**src/rtl/tbrc_pkg.sv**
```systemverilog
`default_nettype none
package tbrc_pkg;
  localparam int MAP_W_DEF = 64;
  localparam int MAP_H_DEF = 64;
  localparam int TILE_W_DEF = 16;
  localparam int TILE_H_DEF = 16;
  localparam int TILESET_COLS_DEF = 16;
  localparam int TILE_BITS_DEF = 10;

  localparam int VW = 48;
  localparam int QW = 24;

  localparam logic OP_WRITE = 1'b0;
  localparam logic OP_PLACE = 1'b1;

  localparam logic [2:0] REG_SCALE_X = 3'd0;
  localparam logic [2:0] REG_SCALE_Y = 3'd1;
  localparam logic [2:0] REG_VIEW_X = 3'd2;
  localparam logic [2:0] REG_VIEW_Y = 3'd3;
  localparam logic [2:0] REG_VIEW_W = 3'd4;
  localparam logic [2:0] REG_VIEW_H = 3'd5;
  localparam logic [2:0] REG_SCROLL_X = 3'd6;
  localparam logic [2:0] REG_SCROLL_Y = 3'd7;

  typedef enum logic [3:0] {
    ST_IDLE, ST_READ, ST_TILE, ST_MULX, ST_MULY, ST_ADD,
    ST_LEFT, ST_TOP, ST_RIGHT, ST_BOTTOM, ST_DIV, ST_OUT
  } state_t;

  typedef enum logic [2:0] {
    CMD_NONE, CMD_TILE, CMD_MULX, CMD_MULY, CMD_ADD, CMD_EDGE, CMD_DIVSTEP, CMD_FIN
  } cmd_op_t;

  typedef struct packed {
    cmd_op_t    op;
    logic [1:0] edge_sel;
    logic       div_start;
  } cmd_t;

  typedef struct packed {
    logic edge_hit;
    logic div_done;
  } status_t;
endpackage
`default_nettype wire

```
**src/rtl/tbrc_ctrl.sv**
```systemverilog
`default_nettype none
module tbrc_ctrl (
  input  wire logic            clk,
  input  wire logic            rst,
  input  wire logic            in_valid,
  input  wire logic            operation,
  output logic                 in_ready,
  output logic                 out_valid,
  input  wire logic            out_ready,
  input  wire tbrc_pkg::status_t st,
  output tbrc_pkg::cmd_t       cmd
);
  import tbrc_pkg::*;

  state_t     state, state_next;
  logic [1:0] edge_cur, edge_cur_next;
  logic       out_valid_next;

  always_ff @(posedge clk) begin
    if (rst) begin
      state <= ST_IDLE;
      edge_cur <= 2'd0;
      out_valid <= 1'b0;
    end else begin
      state <= state_next;
      edge_cur <= edge_cur_next;
      out_valid <= out_valid_next;
    end
  end

  always_comb begin
    state_next = state;
    edge_cur_next = edge_cur;
    out_valid_next = out_valid && !out_ready;
    in_ready = 1'b0;
    cmd = '{op: CMD_NONE, edge_sel: edge_cur, div_start: 1'b0};
    unique case (state) inside
      ST_IDLE: begin
        in_ready = 1'b1;
        if (in_valid && operation == OP_PLACE) begin
          state_next = ST_READ;
        end
      end
      ST_READ: state_next = ST_TILE;
      ST_TILE: begin
        cmd.op = CMD_TILE;
        state_next = ST_MULX;
      end
      ST_MULX: begin
        cmd.op = CMD_MULX;
        state_next = ST_MULY;
      end
      ST_MULY: begin
        cmd.op = CMD_MULY;
        state_next = ST_ADD;
      end
      ST_ADD: begin
        cmd.op = CMD_ADD;
        edge_cur_next = 2'd0;
        state_next = ST_LEFT;
      end
      ST_LEFT, ST_TOP, ST_RIGHT, ST_BOTTOM: begin
        cmd.edge_sel = edge_cur;
        if (st.edge_hit) begin
          cmd.div_start = 1'b1;
          state_next = ST_DIV;
        end else if (edge_cur == 2'd3) begin
          state_next = ST_OUT;
        end else begin
          edge_cur_next = edge_cur + 2'd1;
        end
      end
      ST_DIV: begin
        cmd.op = CMD_DIVSTEP;
        if (st.div_done) begin
          cmd.op = CMD_EDGE;
          if (edge_cur == 2'd3) begin
            state_next = ST_OUT;
          end else begin
            edge_cur_next = edge_cur + 2'd1;
            state_next = ST_LEFT;
          end
        end
      end
      ST_OUT: begin
        if (!out_valid || out_ready) begin
          cmd.op = CMD_FIN;
          out_valid_next = 1'b1;
          state_next = ST_IDLE;
        end
      end
      default: state_next = ST_IDLE;
    endcase
  end
endmodule
`default_nettype wire

```
**config.mk**
```make
export PLATFORM = sky130hd
export DESIGN_NAME = tbrc_ctrl
export DESIGN_NICKNAME = d
export VERILOG_FILES = /design/src/rtl/tbrc_pkg.sv /design/src/rtl/tbrc_ctrl.sv
export SDC_FILE = /design/constraint.sdc
export NUM_CORES = 1
export LEC_CHECK = 0
export BUFFER_PORTS_ARGS = -buffer_cell sky130_fd_sc_hd__buf_2
export CAP_MARGIN = 40
export CORE_AREA = 2 2 42 44
export CTS_BUF_LIST = sky130_fd_sc_hd__clkbuf_2 sky130_fd_sc_hd__clkbuf_4 sky130_fd_sc_hd__clkbuf_8
export DETAILED_ROUTE_END_ITERATION = 8
export DIE_AREA = 0 0 44 46
export GPL_TIMING_DRIVEN = 0
export PLACE_DENSITY = 0.67
export SLEW_MARGIN = 20
export SYNTH_ARGS = -nofsm -noshare
export SYNTH_HDL_FRONTEND = slang
export SYNTH_SLANG_ARGS = --single-unit
```
**constraint.sdc**
```tcl
create_clock -name clk -period 1.9 [get_ports clk]
set_input_delay 0.095 -clock clk [delete_from_list [all_inputs] [get_ports clk]]
set_output_delay 0.095 -clock clk [all_outputs]
set_load 0.03 [all_outputs]
```
==> results of run 1 <==
-- cell usage after synthesis, drive strengths merged --
library cell  instances  area (µm²)
inv                   2        7.51
nand3b                2        27.5
nor2                  4        15.0
o31ai                 1        7.51
dfxtp                 7         140
nand3                 1        5.00
nand2b                6        37.5
mux2i                 2        20.0
a221o                 1        10.0
ha                    1        12.5
o21ai                 8        43.8
and3b                 2        17.5
o21bai                1        7.51
a31o                  1        8.76
nor3                  3        15.0
o211ai                1        12.5
and2b                 1        7.51
a21oi                10        50.1
or3                   2        12.5
o21a                  1        7.51
nor3b                 1        7.51
buf                   6        40.0
o22ai                 2        12.5
o21ba                 1        10.0
a22oi                 1        7.51
nor2b                 2        12.5
nand2                10        37.5
and2                  2        12.5
nor4                  1        21.3
-- area by class of cell --
cell class / count / area [µm²] / share of cell area
timing repair buffer: 13 / 65.1 / 0.0870
multi-input combinational: 68 / 444 / 0.594
buffer: 6 / 40.0 / 0.0535
inverter: 2 / 7.51 / 0.0100
tap: 17 / 21.3 / 0.0284
sequential: 7 / 140 / 0.187
clock buffer: 4 / 30.0 / 0.0401
-- registers in the layout (all words and copies together) (netlist names) --
register   flops
state          4
edge_cur       2
out_valid      1
-- how the worst max path moves through the flow --
stage          cells after the start     endpoint        start  slack (ns)
6_report                           7       cmd[4]     state[1]        0.18
3_3_place_gp                       6     state[0]  edge_cur[0]        0.35
4_1_cts                            5       cmd[5]     state[2]        0.11
5_1_grt                            5       cmd[5]     state[2]        0.06
3_5_place_dp                       6  edge_cur[1]     state[2]        0.36
2_1_floorplan                      6     state[0]     state[0]        0.30
-- worst max-delay path, delay by kind of cell, from the launching register on --
kind                   cells  cell delay (ns)
flip-flops                 1             0.32
AND/OR/NAND/NOR            2             0.29
buffers and inverters      3             0.53
AO/OA/AOI/OAI              2             0.23
-- report_power, final --
group / internal [W] / total, W / switching [W]
sequential: 0.000158 / 0.000166 / 0.00000782
combinational: 0.000104 / 0.000258 / 0.000154
clock: 0.0000944 / 0.000150 / 0.0000554
total: 0.000357 / 0.000574 / 0.000217
-- stage by stage --
stage / util / hold WS, ns
finish: 0.464 / 0.198
global route: 0.464 / 0.217
CTS: 0.460 / 0.190
detailed placement: 0.442 / 0.458
global placement: 0.442 / 0.439
floorplan: - / 0.314
-- layer usage --
layer / up-vias / track usage / part of all wire
met5: - / 0 / 0
met4: 0 / 0.115 / 0.0084
li1: 330 / - / -
met2: 16 / 0.288 / 0.49
met3: 2 / 0.0238 / 0.043
met1: 303 / 0.232 / 0.46
-- logic make-up after synthesis --
kind of cell	after synthesis
AOI/OAI and AO/OA	28
and+or+nand+nor	37
buffers and inverters	8
muxes	2
DFF	7
adders and majority gates	1
==> flow_metrics.env, run 1 <==
export IMPL_status="completed"
export IMPL_dpl_worst_slack_ns=0.360
export IMPL_post_cts_resized=0
export IMPL_ys_warn_count=0
export IMPL_layout_common_cells="buf_2 (15), a21oi_1 (10), nand2_1 (10), dfxtp_1 (7), nand2b_1 (6)"
export IMPL_drive_gt1_frac=0.280
export IMPL_drc=0
export IMPL_ys_seq_area_frac=0.224
export IMPL_path_cells="buf_6 > buf_4 > nor2b_1 > nand2_1 > o21a_1 > o22ai_1 > buf_2"
export IMPL_path_class="reg2out"
export IMPL_synth_nets=91
export IMPL_fillers=177
export IMPL_avgSynthCellArea_um2=7.55
export IMPL_hold_depth=2
export IMPL_finalInstanceArea_um2=748
export IMPL_crit_reg2reg_launch="edge_cur[0]"
export IMPL_synth_top_family_by_area="simple AND/OR/NAND/NOR gates"
export IMPL_cts_root_buf="clkbuf_4"
export IMPL_slew_viol_final=0
export IMPL_instances_no_fill=117
export IMPL_io_buffers=13
export IMPL_end_kind="output pin"
export IMPL_setup_tns_ns=0
export IMPL_dpl_hpwl_um=1150
export IMPL_grt_overflow_total=0
export IMPL_tritoncts="built"
export IMPL_die_h_um=46
export IMPL_start_kind="flip-flop"
export IMPL_layout_commonest_cell="buf_2"
export IMPL_grt_pass1_wl_um=2640
export IMPL_io_pins=15
export IMPL_layout_min_cycle_time_ns=1.72
export IMPL_maxSlewHeadroom=0.762
export IMPL_hold_viol=0
export IMPL_fin_skew_ns=0.00287
export IMPL_numCtsBuffers=3
export IMPL_start_util=0.388
export IMPL_synthXorXnorAreaFrac=0
export IMPL_die_x_um=44
export IMPL_dpl_cell_count=113
export IMPL_post_cts_setup_buffers=0
export IMPL_tightestPinTransition_ns=0.356
export IMPL_worstPathRequired_ns=1.80
export IMPL_syn_inst=83
export IMPL_drtIter0Drc=12
export IMPL_rows=15
export IMPL_hp_class="in2reg"
export IMPL_crit_path_max_incr_delay_ns=0.32
export IMPL_synth_simple_gate_area_frac=0.365
export IMPL_irDropWorstVdd_uv=406
export IMPL_hold_end="state[0]"
export IMPL_grt_max_degree=11
export IMPL_dr_total_vias=651
export IMPL_htreeDepth=1
export IMPL_dr_pass1_iters=4
export IMPL_setup_viol=0
export IMPL_crit_fanout=10
export IMPL_insertedDiodeCount=0
export IMPL_wl_per_cell_um=13.2
export IMPL_viasPerCell=5.56
export IMPL_finalPower_w=0.000574
export IMPL_post_dp_cell_area_um2=713
export IMPL_max_freq_mhz=581
export IMPL_gp_congestion=0.792
export IMPL_clock_latency_ns=0.25
export IMPL_ys_types=35
export IMPL_synthMuxAreaShare=0.0319
export IMPL_p_leak_nw=0.349
export IMPL_clock_sinks=7
export IMPL_clockBufferDepth=2
export IMPL_postCtsHoldBufs=0
export IMPL_clkSlewWorstSetupHoldPaths_ns=0.05
export IMPL_synth_compound_area_frac=0.283
export IMPL_syn_area_um2=627
export IMPL_min_period_over_period=0.906
export IMPL_synthAdderAreaFrac=0.0200
export IMPL_antenna_left=0
export IMPL_area_growth_syn_to_layout_pct=19.4
export IMPL_antenna_found_initial=0
export IMPL_grt_pass1_vias=618
export IMPL_power_density_mw_per_mm2=767
export IMPL_r2r_slack_ns=0.35
export IMPL_core_area_mm2=0.00161
export IMPL_hp_start="rst"
export IMPL_finalWorstSetupSlack_ns=0.179
export IMPL_finalWirelength_um=1550
export IMPL_crit_arrival_ns=1.63
export IMPL_r2r_end="state[0]"
export IMPL_grt_setup_unrepaired="false"
export IMPL_synth_ff_latch_count=7
export IMPL_grt_use_total=0.182
export IMPL_maxCapViolCount=0
export IMPL_final_nets=109
export IMPL_slowest_stage="dfxtp_1"
export IMPL_dieArea_mm2=0.00202
export IMPL_reg2reg_depth=6
No activity file was read; power rests on OpenSTA's default activity.
==> run 2, diff against run 1 <==
- ABC_AREA: not set -> 1
- CELL_PAD_IN_SITES_DETAIL_PLACEMENT: not set -> 1
- CELL_PAD_IN_SITES_GLOBAL_PLACEMENT: not set -> 1
- CORE_AREA: 2 2 42 44 -> 2 2 45 47
- DIE_AREA: 0 0 44 46 -> 0 0 47 49
- PLACE_DENSITY: 0.67 -> 0.79
==> run 2 against run 1 <==
  * Critical path depth shrank 2
  * First-iteration DRC count decreased by 58%
  * Cell area decreased by 1.3%
  * Largest cell class unchanged
  * Via count rose by 10%
  * Cell count increased by 26%
  * Area after synthesis is 3.2% lower
  * Core utilization fell by 6.3 points
==> flow_metrics.env, run 2 <==
export IMPL_status="completed"
export IMPL_irDropWorstVdd_uv=764
export IMPL_min_period_over_period=0.841
export IMPL_tightestPinTransition_ns=0.285
export IMPL_synthXorXnorAreaFrac=0
export IMPL_synthMuxAreaShare=0
export IMPL_avgSynthCellArea_um2=5.89
export IMPL_synth_nets=111
export IMPL_power_density_mw_per_mm2=1440
export IMPL_antenna_left=0
export IMPL_setup_tns_ns=0
export IMPL_dpl_hpwl_um=1440
export IMPL_core_area_mm2=0.00184
export IMPL_clockBufferDepth=2
export IMPL_dieArea_mm2=0.00230
export IMPL_wl_per_cell_um=11.5
export IMPL_synth_edff_count=0
export IMPL_largest_register="state"
export IMPL_rows=16
export IMPL_path_class="reg2out"
export IMPL_synth_ff_latch_count=7
export IMPL_p_leak_nw=0.398
export IMPL_synth_top_family_by_area="simple AND/OR/NAND/NOR gates"
export IMPL_slew_viol_final=0
export IMPL_grt_setup_unrepaired="false"
export IMPL_layout_common_cells="nand2_1 (35), buf_2 (15), inv_1 (12), nor2_1 (11), nand3_1 (8)"
export IMPL_dr_pass1_iters=4
export IMPL_start_util=0.329
export IMPL_clock_latency_ns=0.25
export IMPL_synthArstFlopShare=0
export IMPL_post_cts_setup_buffers=0
export IMPL_insertedDiodeCount=0
export IMPL_area_growth_syn_to_layout_pct=21.6
export IMPL_synth_simple_gate_area_frac=0.548
export IMPL_gp_congestion=0.835
export IMPL_final_nets=130
export IMPL_layout_min_cycle_time_ns=1.60
export IMPL_reg_top3="state: 4 flops, edge_cur: 2 flops, out_valid: 1 flops"
export IMPL_finalWirelength_um=1700
export IMPL_drive_gt1_frac=0.281
export IMPL_finalWorstSetupSlack_ns=0.302
export IMPL_crit_arrival_ns=1.50
export IMPL_ys_seq_area_frac=0.231
export IMPL_end_kind="output pin"
export IMPL_hold_viol=0
export IMPL_tritoncts="built"
export IMPL_numCtsBuffers=3
export IMPL_syn_inst=103
export IMPL_die_x_um=47
export IMPL_hp_class="in2reg"
export IMPL_die_h_um=49
export IMPL_synthFlopType="dfxtp_1"
export IMPL_postCtsHoldBufs=0
export IMPL_grt_use_total=0.176
export IMPL_grt_pass1_wl_um=3000
export IMPL_max_freq_mhz=626
export IMPL_dpl_worst_slack_ns=0.448
export IMPL_clock_sinks=7
export IMPL_viasPerCell=4.86
export IMPL_grt_pass1_vias=698
export IMPL_synth_top_cell_by_area="dfxtp_1"
export IMPL_largest_reg_flops=4
export IMPL_antenna_found_initial=0
export IMPL_crit_fanout=7
export IMPL_dr_total_vias=719
export IMPL_fin_skew_ns=0.00108
export IMPL_io_pins=15
export IMPL_synth_compound_area_frac=0.0845
export IMPL_post_cts_resized=0
export IMPL_drc=0
export IMPL_synthAdderAreaFrac=0.0206
export IMPL_ys_types=20
export IMPL_maxCapViolCount=0
export IMPL_ys_warn_count=0
export IMPL_grt_max_degree=10
export IMPL_drtIter0Drc=5
export IMPL_layout_commonest_cell="nand2_1"
export IMPL_setup_viol=0
export IMPL_worstPathRequired_ns=1.80
export IMPL_synthMostInstantiatedCell="nand2_1"
export IMPL_clkSlewWorstSetupHoldPaths_ns=0.06
export IMPL_yosys_top_cells_count="nand2_1 (35), inv_1 (12), nor2_1 (11), nand3_1 (8)"
export IMPL_start_kind="flip-flop"
export IMPL_io_buffers=14
export IMPL_synth_top_cell_area_share=0.231
export IMPL_grt_overflow_total=0
export IMPL_ys_top_cells_by_area="dfxtp_1 (23%), nand2_1 (22%), inv_1 (7.4%), nor2_1 (6.8%), nand3_1 (6.6%)"
export IMPL_htreeDepth=1
export IMPL_syn_area_um2=607
export IMPL_fillers=273
export IMPL_cts_root_buf="clkbuf_4"
export IMPL_maxSlewHeadroom=0.809
-- run 2: worst paths after layout --
kind,from,end,slack (ns),cells after the start
setup / recovery,state[3],cmd[4],0.30,5
setup reg to reg,state[3],edge_cur[0],0.43,8
hold / removal,rst,state[2],0.08,2
hold reg to reg,out_valid,out_valid,0.51,2
-- run 2: worst max-delay path, stage by stage, from the launching register on --
cell and delay [ns]:
dfxtp_1 0.46, nand2_1 0.16, nor2_2 0.25, nand2_4 0.09, nand3_1 0.09, buf_2 0.19
-- run 2: layer usage --
layer / routed length, µm / vias up / track usage
li1: - / 364 / -
met1: 734 / 345 / 0.222
met2: 917 / 10 / 0.295
met3: 48 / 0 / 0.0556
met4: 0 / 0 / 0.0185
met5: 0 / - / 0
-- run 2: cells by family after synthesis --
kind of cell	Yosys count
AND/OR/NAND/NOR	70
flip-flops	7
buffers and inverters	16
adder cells (fa/ha/maj)	1
AO/OA/AOI/OAI	9
-- run 2: per-stage QoR --
stage	cells	power [W]	util	cell area [µm²]	hold WS (ns)
final	148	0.00106	0.401	738	0.0835
after global routing	148	0.00118	0.401	738	0.0802
after CTS	148	0.00108	0.401	738	0.0690
after detailed placement	144	0.000934	0.386	711	0.350
after global placement	144	0.000903	0.386	711	0.340
after floorplan	103	0.000761	-	607	0.164
-- run 2: where the power goes --
group,leakage (nW),internal [W],switching [W]
registers,0.0571,0.000188,0.0000333
clock network,0.0177,0.0000770,0.0000580
logic,0.323,0.000231,0.000475
total,0.398,0.000496,0.000566
-- run 2: final cells by class --
| cell class | count | area [µm²] | share of cell area |
|---|---|---|---|
| Tap cell | 27 | 33.8 | 0.0458 |
| Clock buffer | 3 | 22.5 | 0.0305 |
| Multi-Input combinational cell | 80 | 397 | 0.537 |
| Clock inverter | 1 | 5.00 | 0.00678 |
| Sequential cell | 7 | 140 | 0.190 |
| Timing Repair Buffer | 14 | 70.1 | 0.0949 |
| Buffer | 2 | 16.3 | 0.0220 |
| Inverter | 14 | 53.8 | 0.0729 |
